$ cat src/design/servo_pose_interpolator_assert.svh
// ----------------------------------------------------------------------------
// servo pose interpolator assertion macros
// clocked checks on clk_i, disabled while rst_ni is low
// ----------------------------------------------------------------------------
`ifndef SERVO_POSE_INTERPOLATOR_ASSERT_SVH
`define SERVO_POSE_INTERPOLATOR_ASSERT_SVH

// property that must hold at every clock edge
`define SPINT_ASSERT(lbl, prop, msg) \
  lbl: assert property (@(posedge clk_i) disable iff (!rst_ni) (prop)) else $error(msg);

// implication checked from the edge after the trigger
`define SPINT_ASSERT_NEXT(lbl, trig, prop, msg) \
  lbl: assert property (@(posedge clk_i) disable iff (!rst_ni) (trig) |=> (prop)) \
    else $error(msg);

`endif

$ cat src/design/spint_pkg.sv
// ----------------------------------------------------------------------------
// spint_pkg
// types and constants of the servo pose interpolator
// ----------------------------------------------------------------------------
package spint_pkg;

  localparam int unsigned DivW      = 21;
  localparam logic [4:0]  DivCycles = 5'd21;
  localparam logic [7:0]  DegMax    = 8'd180;

  typedef enum logic [2:0] {
    S_IDLE,
    S_DWELL,
    S_SETUP,
    S_DIV1,
    S_MAP,
    S_DIV2,
    S_STORE,
    S_EMIT
  } state_e;

  typedef enum logic [2:0] {
    CFG_HIP_MIN   = 3'd0,
    CFG_HIP_MAX   = 3'd1,
    CFG_KNEE_MIN  = 3'd2,
    CFG_KNEE_MAX  = 3'd3,
    CFG_ANKLE_MIN = 3'd4,
    CFG_ANKLE_MAX = 3'd5,
    CFG_PULSE_MIN = 3'd6,
    CFG_PULSE_MAX = 3'd7
  } cfg_idx_e;

endpackage

$ cat src/design/servo_pose_interpolator.sv
// ----------------------------------------------------------------------------
// servo_pose_interpolator
// linear three-joint move interpolated into servo pulse counts
// ----------------------------------------------------------------------------
// A move request enters on the in channel (valid/ready) with start and end
// angles for hip, knee and ankle, a duration and a step count (zero means
// the default count). It yields one result request per step on the out
// channel: three pulse counts, the dwell time and a last-step flag.
// Limits and the pulse range are written through the cfg channel, which is
// always ready. All divisions go through one bit-serial restoring divider,
// one quotient bit per cycle. A move first divides the duration by the step
// count for the dwell time, then per step sets up and runs two divisions for
// each of the three joints in turn and emits the result.
// in_ready_o is high only while no move is in progress. A stalled receiver
// holds the result register and the sequencer waits before the next step.
// Reset clears the control state and loads the default limits.
// ----------------------------------------------------------------------------
module servo_pose_interpolator #(
  parameter int unsigned MAX_STEPS          = 64,
  parameter int unsigned DEFAULT_STEP_COUNT = 20
) (
  input  logic              clk_i,
  input  logic              rst_ni,
  input  logic              cfg_valid_i,
  output logic              cfg_ready_o,
  input  logic [2:0]        cfg_index_i,
  input  logic [11:0]       cfg_data_i,
  input  logic              in_valid_i,
  output logic              in_ready_o,
  input  logic signed [9:0] hip_from_i,
  input  logic signed [9:0] hip_to_i,
  input  logic signed [9:0] knee_from_i,
  input  logic signed [9:0] knee_to_i,
  input  logic signed [9:0] ankle_from_i,
  input  logic signed [9:0] ankle_to_i,
  input  logic [15:0]       move_ms_i,
  input  logic [6:0]        step_count_i,
  output logic              out_valid_o,
  input  logic              out_ready_i,
  output logic [11:0]       hip_pulse_o,
  output logic [11:0]       knee_pulse_o,
  output logic [11:0]       ankle_pulse_o,
  output logic [15:0]       dwell_ms_o,
  output logic              last_step_o
);

  localparam logic [6:0] MaxSteps = 7'(MAX_STEPS);
  localparam logic [6:0] DefSteps = 7'(DEFAULT_STEP_COUNT);

  spint_pkg::state_e state_q, state_d;

  logic [7:0]  lim_lo_q [3];
  logic [7:0]  lim_hi_q [3];
  logic [11:0] pmin_q, pmax_q;

  logic signed [9:0] from_q [3];
  logic signed [9:0] to_q   [3];
  logic [6:0]  n_q;
  logic [6:0]  step_q;
  logic [1:0]  joint_q;
  logic        neg_q;
  logic [15:0] dwell_q;
  logic [11:0] pulse_q [3];

  logic [spint_pkg::DivW-1:0] div_num_q;
  logic [7:0]  div_rem_q, div_den_q;
  logic [4:0]  div_cnt_q;

  logic        out_valid_q;
  logic [11:0] out_pulse_q [3];
  logic [15:0] out_dwell_q;
  logic        out_last_q;

  logic in_acc, emit_ok, is_last, div_busy;
  logic [6:0] n_in;

  assign cfg_ready_o = 1'b1;
  assign in_ready_o  = (state_q == spint_pkg::S_IDLE);
  assign in_acc      = in_valid_i && in_ready_o;
  assign emit_ok     = !out_valid_q || out_ready_i;
  assign is_last     = (step_q == n_q);
  assign div_busy    = (div_cnt_q != 5'd0);

  always_comb begin
    if (step_count_i == 7'd0) begin
      n_in = DefSteps;
    end else if (step_count_i > MaxSteps) begin
      n_in = MaxSteps;
    end else begin
      n_in = step_count_i;
    end
  end

  // divider step
  logic [8:0] rem_sh;
  logic       div_ge;
  logic [8:0] rem_sub;
  assign rem_sh  = {div_rem_q, div_num_q[spint_pkg::DivW-1]};
  assign div_ge  = rem_sh >= {1'b0, div_den_q};
  assign rem_sub = rem_sh - {1'b0, div_den_q};

  // joint set-up: (to - from) * step
  logic signed [10:0] diff;
  logic signed [18:0] prod1;
  logic [18:0]        mag1;
  assign diff  = 11'(to_q[joint_q]) - 11'(from_q[joint_q]);
  assign prod1 = diff * $signed({1'b0, step_q});
  assign mag1  = prod1[18] ? 19'(-prod1) : 19'(prod1);

  // angle, clamp and pulse product
  logic [18:0]        q_mag;
  logic signed [18:0] q_s, a_s, a_c, lo_s, hi_s;
  logic [7:0]         angle;
  logic signed [12:0] span;
  logic signed [21:0] prod2;
  logic [21:0]        mag2;
  assign q_mag = {2'b00, div_num_q[16:0]};
  assign q_s   = neg_q ? $signed(19'd0 - q_mag - {18'd0, |div_rem_q}) : $signed(q_mag);
  assign a_s   = 19'(from_q[joint_q]) + q_s;
  assign lo_s  = $signed({11'd0, lim_lo_q[joint_q]});
  assign hi_s  = $signed({11'd0, lim_hi_q[joint_q]});

  always_comb begin
    if (a_s < lo_s) begin
      a_c = lo_s;
    end else if (a_s > hi_s) begin
      a_c = hi_s;
    end else begin
      a_c = a_s;
    end
    if (a_c < 19'sd0) begin
      angle = 8'd0;
    end else if (a_c > $signed({11'd0, spint_pkg::DegMax})) begin
      angle = spint_pkg::DegMax;
    end else begin
      angle = a_c[7:0];
    end
  end

  assign span  = $signed({1'b0, pmax_q}) - $signed({1'b0, pmin_q});
  assign prod2 = $signed({1'b0, angle}) * span;
  assign mag2  = prod2[21] ? 22'(-prod2) : 22'(prod2);

  // pulse from the second quotient
  logic [11:0] q2, pulse_new;
  assign q2        = div_num_q[11:0];
  assign pulse_new = pmin_q + (neg_q ? (12'd0 - q2) : q2);

  // next state
  always_comb begin
    state_d = state_q;
    unique case (state_q)
      spint_pkg::S_IDLE:  if (in_acc) state_d = spint_pkg::S_DWELL;
      spint_pkg::S_DWELL: if (!div_busy) state_d = spint_pkg::S_SETUP;
      spint_pkg::S_SETUP: state_d = spint_pkg::S_DIV1;
      spint_pkg::S_DIV1:  if (!div_busy) state_d = spint_pkg::S_MAP;
      spint_pkg::S_MAP:   state_d = spint_pkg::S_DIV2;
      spint_pkg::S_DIV2:  if (!div_busy) state_d = spint_pkg::S_STORE;
      spint_pkg::S_STORE: begin
        state_d = (joint_q == 2'd2) ? spint_pkg::S_EMIT : spint_pkg::S_SETUP;
      end
      spint_pkg::S_EMIT: begin
        if (emit_ok) state_d = is_last ? spint_pkg::S_IDLE : spint_pkg::S_SETUP;
      end
      default: state_d = spint_pkg::S_IDLE;
    endcase
  end

  // sequencer outputs
  logic div_load, do_emit, do_store, do_dwell;
  always_comb begin
    div_load = 1'b0;
    do_emit  = 1'b0;
    do_store = 1'b0;
    do_dwell = 1'b0;
    unique case (state_q)
      spint_pkg::S_IDLE:  div_load = in_acc;
      spint_pkg::S_DWELL: do_dwell = !div_busy;
      spint_pkg::S_SETUP: div_load = 1'b1;
      spint_pkg::S_MAP:   div_load = 1'b1;
      spint_pkg::S_STORE: do_store = 1'b1;
      spint_pkg::S_EMIT:  do_emit  = emit_ok;
      default: ;
    endcase
  end

  always_ff @(posedge clk_i or negedge rst_ni) begin
    if (!rst_ni) begin
      state_q     <= spint_pkg::S_IDLE;
      lim_lo_q[0] <= 8'd0;
      lim_hi_q[0] <= 8'd180;
      lim_lo_q[1] <= 8'd0;
      lim_hi_q[1] <= 8'd90;
      lim_lo_q[2] <= 8'd0;
      lim_hi_q[2] <= 8'd180;
      pmin_q      <= 12'd150;
      pmax_q      <= 12'd600;
      step_q      <= 7'd0;
      joint_q     <= 2'd0;
      div_cnt_q   <= 5'd0;
      out_valid_q <= 1'b0;
    end else begin
      state_q <= state_d;
      if (cfg_valid_i) begin
        unique case (cfg_index_i)
          spint_pkg::CFG_HIP_MIN:   lim_lo_q[0] <= cfg_data_i[7:0];
          spint_pkg::CFG_HIP_MAX:   lim_hi_q[0] <= cfg_data_i[7:0];
          spint_pkg::CFG_KNEE_MIN:  lim_lo_q[1] <= cfg_data_i[7:0];
          spint_pkg::CFG_KNEE_MAX:  lim_hi_q[1] <= cfg_data_i[7:0];
          spint_pkg::CFG_ANKLE_MIN: lim_lo_q[2] <= cfg_data_i[7:0];
          spint_pkg::CFG_ANKLE_MAX: lim_hi_q[2] <= cfg_data_i[7:0];
          spint_pkg::CFG_PULSE_MIN: pmin_q      <= cfg_data_i;
          spint_pkg::CFG_PULSE_MAX: pmax_q      <= cfg_data_i;
          default: ;
        endcase
      end
      if (in_acc) begin
        step_q  <= 7'd1;
        joint_q <= 2'd0;
      end
      if (do_store) begin
        joint_q <= (joint_q == 2'd2) ? 2'd0 : joint_q + 2'd1;
      end
      if (do_emit && !is_last) begin
        step_q <= step_q + 7'd1;
      end
      if (div_load) begin
        div_cnt_q <= spint_pkg::DivCycles;
      end else if (div_busy) begin
        div_cnt_q <= div_cnt_q - 5'd1;
      end
      if (do_emit) begin
        out_valid_q <= 1'b1;
      end else if (out_ready_i) begin
        out_valid_q <= 1'b0;
      end
    end
  end

  // payload
  always_ff @(posedge clk_i) begin
    if (in_acc) begin
      from_q[0] <= hip_from_i;
      to_q[0]   <= hip_to_i;
      from_q[1] <= knee_from_i;
      to_q[1]   <= knee_to_i;
      from_q[2] <= ankle_from_i;
      to_q[2]   <= ankle_to_i;
      n_q       <= n_in;
    end
    if (div_load) begin
      div_rem_q <= 8'd0;
      unique case (state_q)
        spint_pkg::S_IDLE: begin
          div_num_q <= {5'd0, move_ms_i};
          div_den_q <= {1'b0, n_in};
        end
        spint_pkg::S_SETUP: begin
          div_num_q <= {2'b00, mag1};
          div_den_q <= {1'b0, n_q};
          neg_q     <= prod1[18];
        end
        default: begin
          div_num_q <= mag2[spint_pkg::DivW-1:0];
          div_den_q <= spint_pkg::DegMax;
          neg_q     <= prod2[21];
        end
      endcase
    end else if (div_busy) begin
      div_rem_q <= div_ge ? rem_sub[7:0] : rem_sh[7:0];
      div_num_q <= {div_num_q[spint_pkg::DivW-2:0], div_ge};
    end
    if (do_dwell) begin
      dwell_q <= div_num_q[15:0];
    end
    if (do_store) begin
      pulse_q[joint_q] <= pulse_new;
    end
    if (do_emit) begin
      out_pulse_q <= pulse_q;
      out_dwell_q <= dwell_q;
      out_last_q  <= is_last;
    end
  end

  assign out_valid_o   = out_valid_q;
  assign hip_pulse_o   = out_pulse_q[0];
  assign knee_pulse_o  = out_pulse_q[1];
  assign ankle_pulse_o = out_pulse_q[2];
  assign dwell_ms_o    = out_dwell_q;
  assign last_step_o   = out_last_q;

  `include "servo_pose_interpolator_assert.svh"

  `SPINT_ASSERT(a_div_done_map, (state_q != spint_pkg::S_MAP) || !div_busy,
                "map before division done")
  `SPINT_ASSERT(a_step_range,
                (state_q == spint_pkg::S_IDLE) || ((step_q != 7'd0) && (step_q <= n_q)),
                "step index out of range")
  `SPINT_ASSERT_NEXT(a_last_idle, (state_q == spint_pkg::S_EMIT) && emit_ok && is_last,
                     state_q == spint_pkg::S_IDLE, "no idle after last step")
  `SPINT_ASSERT_NEXT(a_emit_valid, do_emit, out_valid_q, "emitted result not valid")

endmodule

$ cat config.mk
export PLATFORM = sky130hd
export DESIGN_NAME = servo_pose_interpolator
export DESIGN_NICKNAME = d
export VERILOG_FILES = /design/src/design/spint_pkg.sv /design/src/design/servo_pose_interpolator.sv
export VERILOG_INCLUDE_DIRS = /design/src /design/src/design
export SDC_FILE = /design/constraint.sdc
export NUM_CORES = 1
export LEC_CHECK = 0
export ABC_AREA = 0
export BUFFER_PORTS_ARGS = -buffer_cell sky130_fd_sc_hd__buf_4
export CORE_ASPECT_RATIO = 1.4
export CORE_MARGIN = 3
export CORE_UTILIZATION = 30
export DETAILED_ROUTE_END_ITERATION = 8
export PLACE_DENSITY = 0.51
export SETUP_SLACK_MARGIN = 0.2
export SLEW_MARGIN = 25
export SYNTH_ARGS = -nofsm -noshare
export SYNTH_HDL_FRONTEND = slang
export SYNTH_SLANG_ARGS = --single-unit
$ cat constraint.sdc
create_clock -name clk_i -period 19.4 [get_ports clk_i]
set_input_delay 3.88 -clock clk_i [delete_from_list [all_inputs] [get_ports clk_i]]
set_output_delay 3.88 -clock clk_i [all_outputs]
set_load 0.05 [all_outputs]
==> metrics, run 1 <==
Adder-Cell Fraction of Synth Area=0.214; via density per instance=4.91; clk slew on worst S/H paths=0.06 ns; commonest non-fill, non-tap cells in the layout=inv_1 (311), edfxtp_1 (202), nor2_1 (178), nand2_1 (176), buf_4 (170); WL final=68100 um; synthesis-to-finish area growth=14.6%; most common cell after layout, fill and taps aside=inv_1; initial core utilization=0.304; post_cts resized=0; ys async rst share=0.300; CTS tree=done; GPL Wtd Cong=0.935; fin crit share=0.692; synthesized area=0.0238 mm2; Critical Path RT=19.70 ns; CP Launch Type=flip-flop; compound-cell area share of the yosys netlist=0.116; initial antenna violation count=0; crit-path max cell delay=0.64 ns; top cells by area, synth=edfxtp_1 (26%), fa_1 (13%), ha_1 (8.8%); Vias=17.5k; fin crit period=13.42 ns; sequential area share after synthesis=0.358; Fillers=8030; mux contribution to synthesized area=0.0564; crit path capture type=flip-flop; Die ar.=0.0827 mm2; row count=121; Worst Tran Pin Value=0.964 ns; Worst Slack Setup Final=5.98 ns; share of the synthesized area in the top cell type=0.255; DR iter-0 viols=893; Syn Inst Count=2367; DRT Pass-1 Iters=6; Clock Latency Late Sink=0.57 ns; leading area contributor after synthesis=edfxtp_1; DRT antenna net count=0; Residual DRC=0; f_max=0.0745 GHz; Post-synth EDFFs=202; post-CTS setup buffer count=0; HPWL after DPL=55100 um; clk buf depth=3; slew margin rel.=0.352; warnings from Yosys=0; Post-Synth Simple-Gate Area=0.133; vias in the first global route=18.4k; largest net degree at the start of global routing=68; number of buffers inserted by hold repair at cts=0; pre-CTS WS=6.24 ns; Final Max Slew Viols=0; core area=0.0781 mm2; root buffer cell=clkbuf_16; Synth Flop Type=edfxtp_1; CTS Sinks=300; XOR/XNOR Fraction of Synth Area=0.0593; final clock skew=0.0353 ns; Fin. Hold Viols=0; TritonCTS buffer count=35; syn_nets=2787; GRT Residual Overflow=0; chip height=339 um; Max Cap Violations=0; CP Class=flip-flop to flip-flop; Hold Crit Class=flip-flop to flip-flop; RSZ-0062 raised after global routing=false; Max stage delay cell, worst path=a311oi_1; largest family of logic cells by synthesized area=adder cells; IO Pins=159; WL per Instance=19.1 um; post-synthesis register bit count=300; first-pass GRT wire length=106000 um; share of layout cells above drive strength 1=0.144; CP arrival=13.73 ns; outcome=completed; gr usage total=0.164; Crit Path Max Fanout=23; Setup TNS=0 ns; H-tree levels=2; Synth Area per Inst=10.0 um2; Final Setup Violations=0; worst hold slack=0.409 ns; Synth cell types=88; Final Util=0.349; Die W=244 um; NumNets Final=2913; I/O Buffers=157
## critical path: cells and delay by family (launching register included)
| kind | cells | cell delay, ns |
|---|---|---|
| and+or+nand+nor | 16 | 4.73 |
| adders and majority gates | 7 | 3.11 |
| AOI/OAI and AO/OA | 10 | 2.76 |
| xor gates and xnor gates | 4 | 0.91 |
| muxes | 2 | 0.72 |
| DFF | 1 | 0.49 |
| buffers and inverters | 5 | 0.39 |
## final cells by class
cell class / instances / area [um2] / area share
diodes: 1 / 2.50 / 0.0000919
repair buffers: 170 / 1280 / 0.0469
inverters: 314 / 1180 / 0.0433
flip-flops and latches: 300 / 8510 / 0.312
clock buffers: 38 / 897 / 0.0329
well taps: 1045 / 1310 / 0.0480
multi-input cells: 1672 / 13800 / 0.507
clock inverters: 25 / 251 / 0.00923
## path summary, 6_finish.rpt
check | end | cells after the start | from | slack [ns]
hold / removal | hip_pulse_o[3]$_DFFE_PP_ | 0 | pulse_q[27]$_DFFE_PP_ | 0.41
hold reg to reg | hip_pulse_o[3]$_DFFE_PP_ | 0 | pulse_q[27]$_DFFE_PP_ | 0.41
setup reg to reg | div_num_q[14]$_DFFE_PP_ | 44 | div_num_q[0]$_DFFE_PP_ | 5.98
min in group asynchronous | lim_lo_q[20]$_DFFE_PN0P_ | 1 | rst_ni | 3.26
setup / recovery | div_num_q[14]$_DFFE_PP_ | 44 | div_num_q[0]$_DFFE_PP_ | 5.98
max in group asynchronous | joint_q[0]$_DFFE_PN0P_ | 2 | rst_ni | 14.86
## metrics by stage
step,cell area [um2],std cells
4_1_cts,27200,3564
5_1_grt,27200,3564
6_report,27200,3565
2_1_floorplan,23800,2367
3_3_place_gp,26000,3501
3_5_place_dp,26100,3501
## cell families after synthesis
| logic type | after synthesis |
|---|---|
| simple gates | 646 |
| compound gates | 423 |
| buf+inv | 395 |
| fa+ha+maj | 317 |
| flops | 300 |
| xor+xnor | 161 |
| mux | 124 |
| other cells | 1 |
## layer usage
metal	up-vias	global-route usage	share of wire
met4	0	0.0672	0.041
met3	102	0.0188	0.038
met5	-	0	0
li1	8342	-	-
met1	8633	0.182	0.38
met2	410	0.314	0.54
## sequential cells by signal, indices dropped and copies added (netlist names), 16 cells and up
register	count
div_num_q	21
dwell_ms_o	16
dwell_q	16
from_q	30
lim_hi_q	24
lim_lo_q	24
pulse_q	36
to_q	30
## synth_stat cells (all sizes together), types with 7 or more instances
master / count
a211oi: 19
a21o: 25
a21oi: 119
a221oi: 9
a22o: 7
a31oi: 16
a41oi: 7
and2: 52
and3: 12
buf: 20
clkbuf: 61
dfrtp: 70
dfstp: 20
dfxtp: 8
edfxtp: 202
fa: 150
ha: 167
inv: 312
mux2: 80
mux2i: 44
nand2: 177
nand2b: 30
nand3: 24
nand3b: 7
nand4: 11
nor2: 180
nor2b: 32
nor3: 50
nor4: 13
o211ai: 14
o21a: 25
o21ai: 103
o21bai: 18
o22ai: 7
or2: 11
or3: 16
xnor2: 115
xor2: 46
Power of run 1 is not shown: default switching activity piles up to over one toggle a cycle in this logic, so the estimate is an artifact.
==> run 2, diff against run 1 <==
Clock period 19.4 ns to 13 ns, I/O delays scaled along.
==> run 2 against run 1 <==
Flip-flop and latch count did not move. Final area up 0.86%. Global-route usage is 0.11 points lower. Count of clock-buffer cells in the layout grew 6. Largest cell class unchanged. Final cell count up 0.59%.
==> metrics, run 2 (same netlist as run 1, synthesis figures left out) <==
outcome=completed (unchanged); WL per Instance=19.0 um (was 19.1 um); f_max=0.0837 GHz (was 0.0745 GHz); Most flops, register=pulse_q (unchanged); slew margin rel.=0.340 (was 0.352); Final Max Slew Viols=0 (unchanged); share of layout cells above drive strength 1=0.153 (was 0.144); fin crit period=11.95 ns (was 13.42 ns); H-tree levels=2 (unchanged); Top Registers=pulse_q: 36 flops, from_q: 30 flops, to_q: 30 flops (unchanged); gr usage total=0.163 (was 0.164); I/O Buffers=157 (unchanged); initial antenna violation count=1 (was 0); worst reg2reg path startpoint=div_num_q[6]$_DFFE_PP_ (was div_num_q[0]$_DFFE_PP_); crit-path max cell delay=0.76 ns (was 0.64 ns); GPL Wtd Cong=0.930 (was 0.935); crit path capture type=flip-flop (unchanged); Critical Path RT=13.30 ns (was 19.70 ns); commonest non-fill, non-tap cells in the layout=inv_1 (311), edfxtp_1 (202), buf_4 (188), nor2_1 (178), nand2_1 (177) (was inv_1 (311), edfxtp_1 (202), nor2_1 (178), nand2_1 (176), buf_4 (170)); Clock Latency Late Sink=0.56 ns (was 0.57 ns); Met2 Wirelength=35500 um (was 36800 um); DRT Pass-1 Iters=6 (unchanged); FF-to-FF End=div_num_q[14]$_DFFE_PP_ (unchanged); IO Pins=159 (unchanged); DR iter-0 viols=911 (was 893); row count=121 (unchanged); DRT antenna net count=0 (unchanged); synthesis-to-finish area growth=15.6% (was 14.6%); Die ar.=0.0827 mm2 (unchanged); Setup TNS=0 ns (unchanged); fin crit share=0.919 (was 0.692); Fin. Hold Viols=0 (unchanged); clk slew on worst S/H paths=0.06 ns (about the same); final non-filler cell area=0.0275 mm2 (was 0.0272 mm2); Hold Crit Class=flip-flop to flip-flop (unchanged); GRT Residual Overflow=0 (unchanged); RSZ-0062 raised after global routing=true (was false); core area=0.0781 mm2 (unchanged); vias in the first global route=18.6k (was 18.4k); Vias=17.5k (about the same); root buffer cell=clkbuf_16 (unchanged); number of buffers inserted by hold repair at cts=0 (unchanged); chip height=339 um (unchanged); worst r2r path cells=44 (unchanged); CP arrival=12.25 ns (was 13.73 ns); Hold Crit Start=dwell_q[9]$_DFFE_PP_ (was pulse_q[27]$_DFFE_PP_); CTS Sinks=300 (unchanged); via density per instance=4.89 (was 4.91); worst hold slack=0.412 ns (was 0.409 ns); ANT cells=0 (was 1); CP Launch Type=flip-flop (unchanged); WL final=68100 um (about the same); most common cell after layout, fill and taps aside=inv_1 (unchanged); HPWL after DPL=55000 um (was 55100 um); wire length on met1=26300 um (was 25900 um); Hold Path Cell Cnt=0 (unchanged); Crit Path Max Fanout=12 (was 23); clk buf depth=3 (unchanged); Final Util=0.352 (was 0.349); placed inst area=0.0262 mm2 (was 0.0261 mm2); Fillers=7971 (was 8030); WL met3=2700 um (was 2600 um); Max Cap Violations=0 (unchanged); final clock skew=0.0321 ns (was 0.0353 ns); Worst Hold Path EP=dwell_ms_o[9]$_DFFE_PP_ (was hip_pulse_o[3]$_DFFE_PP_); Worst Tran Pin Value=0.980 ns (was 0.964 ns); initial core utilization=0.304 (unchanged); Residual DRC=0 (unchanged); R2R Setup Slk=1.05 ns (was 5.98 ns); NumNets Final=2933 (was 2913); Final Setup Violations=0 (unchanged); first-pass GRT wire length=106000 um (about the same); CP Class=flip-flop to flip-flop (unchanged); largest net degree at the start of global routing=68 (unchanged); CTS tree=done (unchanged); max reg flops=36 (unchanged); Die W=244 um (unchanged); Max stage delay cell, worst path=nor4_1 (was a311oi_1); TritonCTS buffer count=36 (was 35); uppermost layer routed=met4 (unchanged)
run 2: changes by cell type in the layout (fill, tap and decap cells not counted), moves of 3 or more:
cell,delta
buf_4,+18
clkbuf_1,+4
clkbuf_16,+3
clkinv_1,-4
clkinv_4,+3
nor3_1,-3
nor3_2,+3
run 2: cell type report:
| cell class | instances | area (um2) | share of cell area |
|---|---|---|---|
| inverter | 314 | 1180 | 0.0429 |
| multi-input combinational | 1673 | 13900 | 0.505 |
| timing repair buffer | 188 | 1410 | 0.0514 |
| clock inverter | 22 | 221 | 0.00806 |
| clock buffer | 44 | 973 | 0.0354 |
| tap | 1045 | 1310 | 0.0476 |
| sequential | 300 | 8510 | 0.310 |
run 2: repair_timing:
item,CTS,global route
resized for setup,0,12
setup endpoints to repair,0,21
buffers inserted,0,3
hold endpoints to repair,0,0
run 2: worst max-delay path by stage:
stage                                       from                       to  slack, ns  cells after the start
after floorplan           div_num_q[2]$_DFFE_PP_  div_num_q[12]$_DFFE_PP_       1.66                     49
after global placement    div_num_q[0]$_DFFE_PP_   div_num_q[8]$_DFFE_PP_       0.66                     42
after detailed placement  div_num_q[0]$_DFFE_PP_   div_num_q[8]$_DFFE_PP_       0.28                     42
after CTS                 div_num_q[0]$_DFFE_PP_   div_num_q[8]$_DFFE_PP_       0.22                     42
after global routing      div_num_q[0]$_DFFE_PP_  div_num_q[14]$_DFFE_PP_       0.19                     46
final                     div_num_q[6]$_DFFE_PP_  div_num_q[14]$_DFFE_PP_       1.05                     44
run 2: worst max-delay path: cells and delay by family, from the launching register on:
kind	cells	cell delay [ns]
XOR/XNOR	4	0.75
flip-flops	1	0.66
buffers and inverters	6	0.64
AND/OR/NAND/NOR	15	3.83
AO/OA/AOI/OAI	12	2.75
multiplexers	1	0.34
adder cells (fa/ha/maj)	6	2.69
run 2: through the flow:
stage / cells / setup slack, ns
6_report: 3586 / 1.05
3_3_place_gp: 3516 / 0.656
3_5_place_dp: 3516 / 0.284
2_1_floorplan: 2367 / 1.66
4_1_cts: 3582 / 0.222
5_1_grt: 3586 / 0.190
run 2: metal layers:
layer	track usage	vias up
met5	0	-
met4	0.0826	0
met3	0.0228	131
met2	0.300	431
met1	0.182	8591
li1	-	8386
Power of run 2 is left out for the same reason.
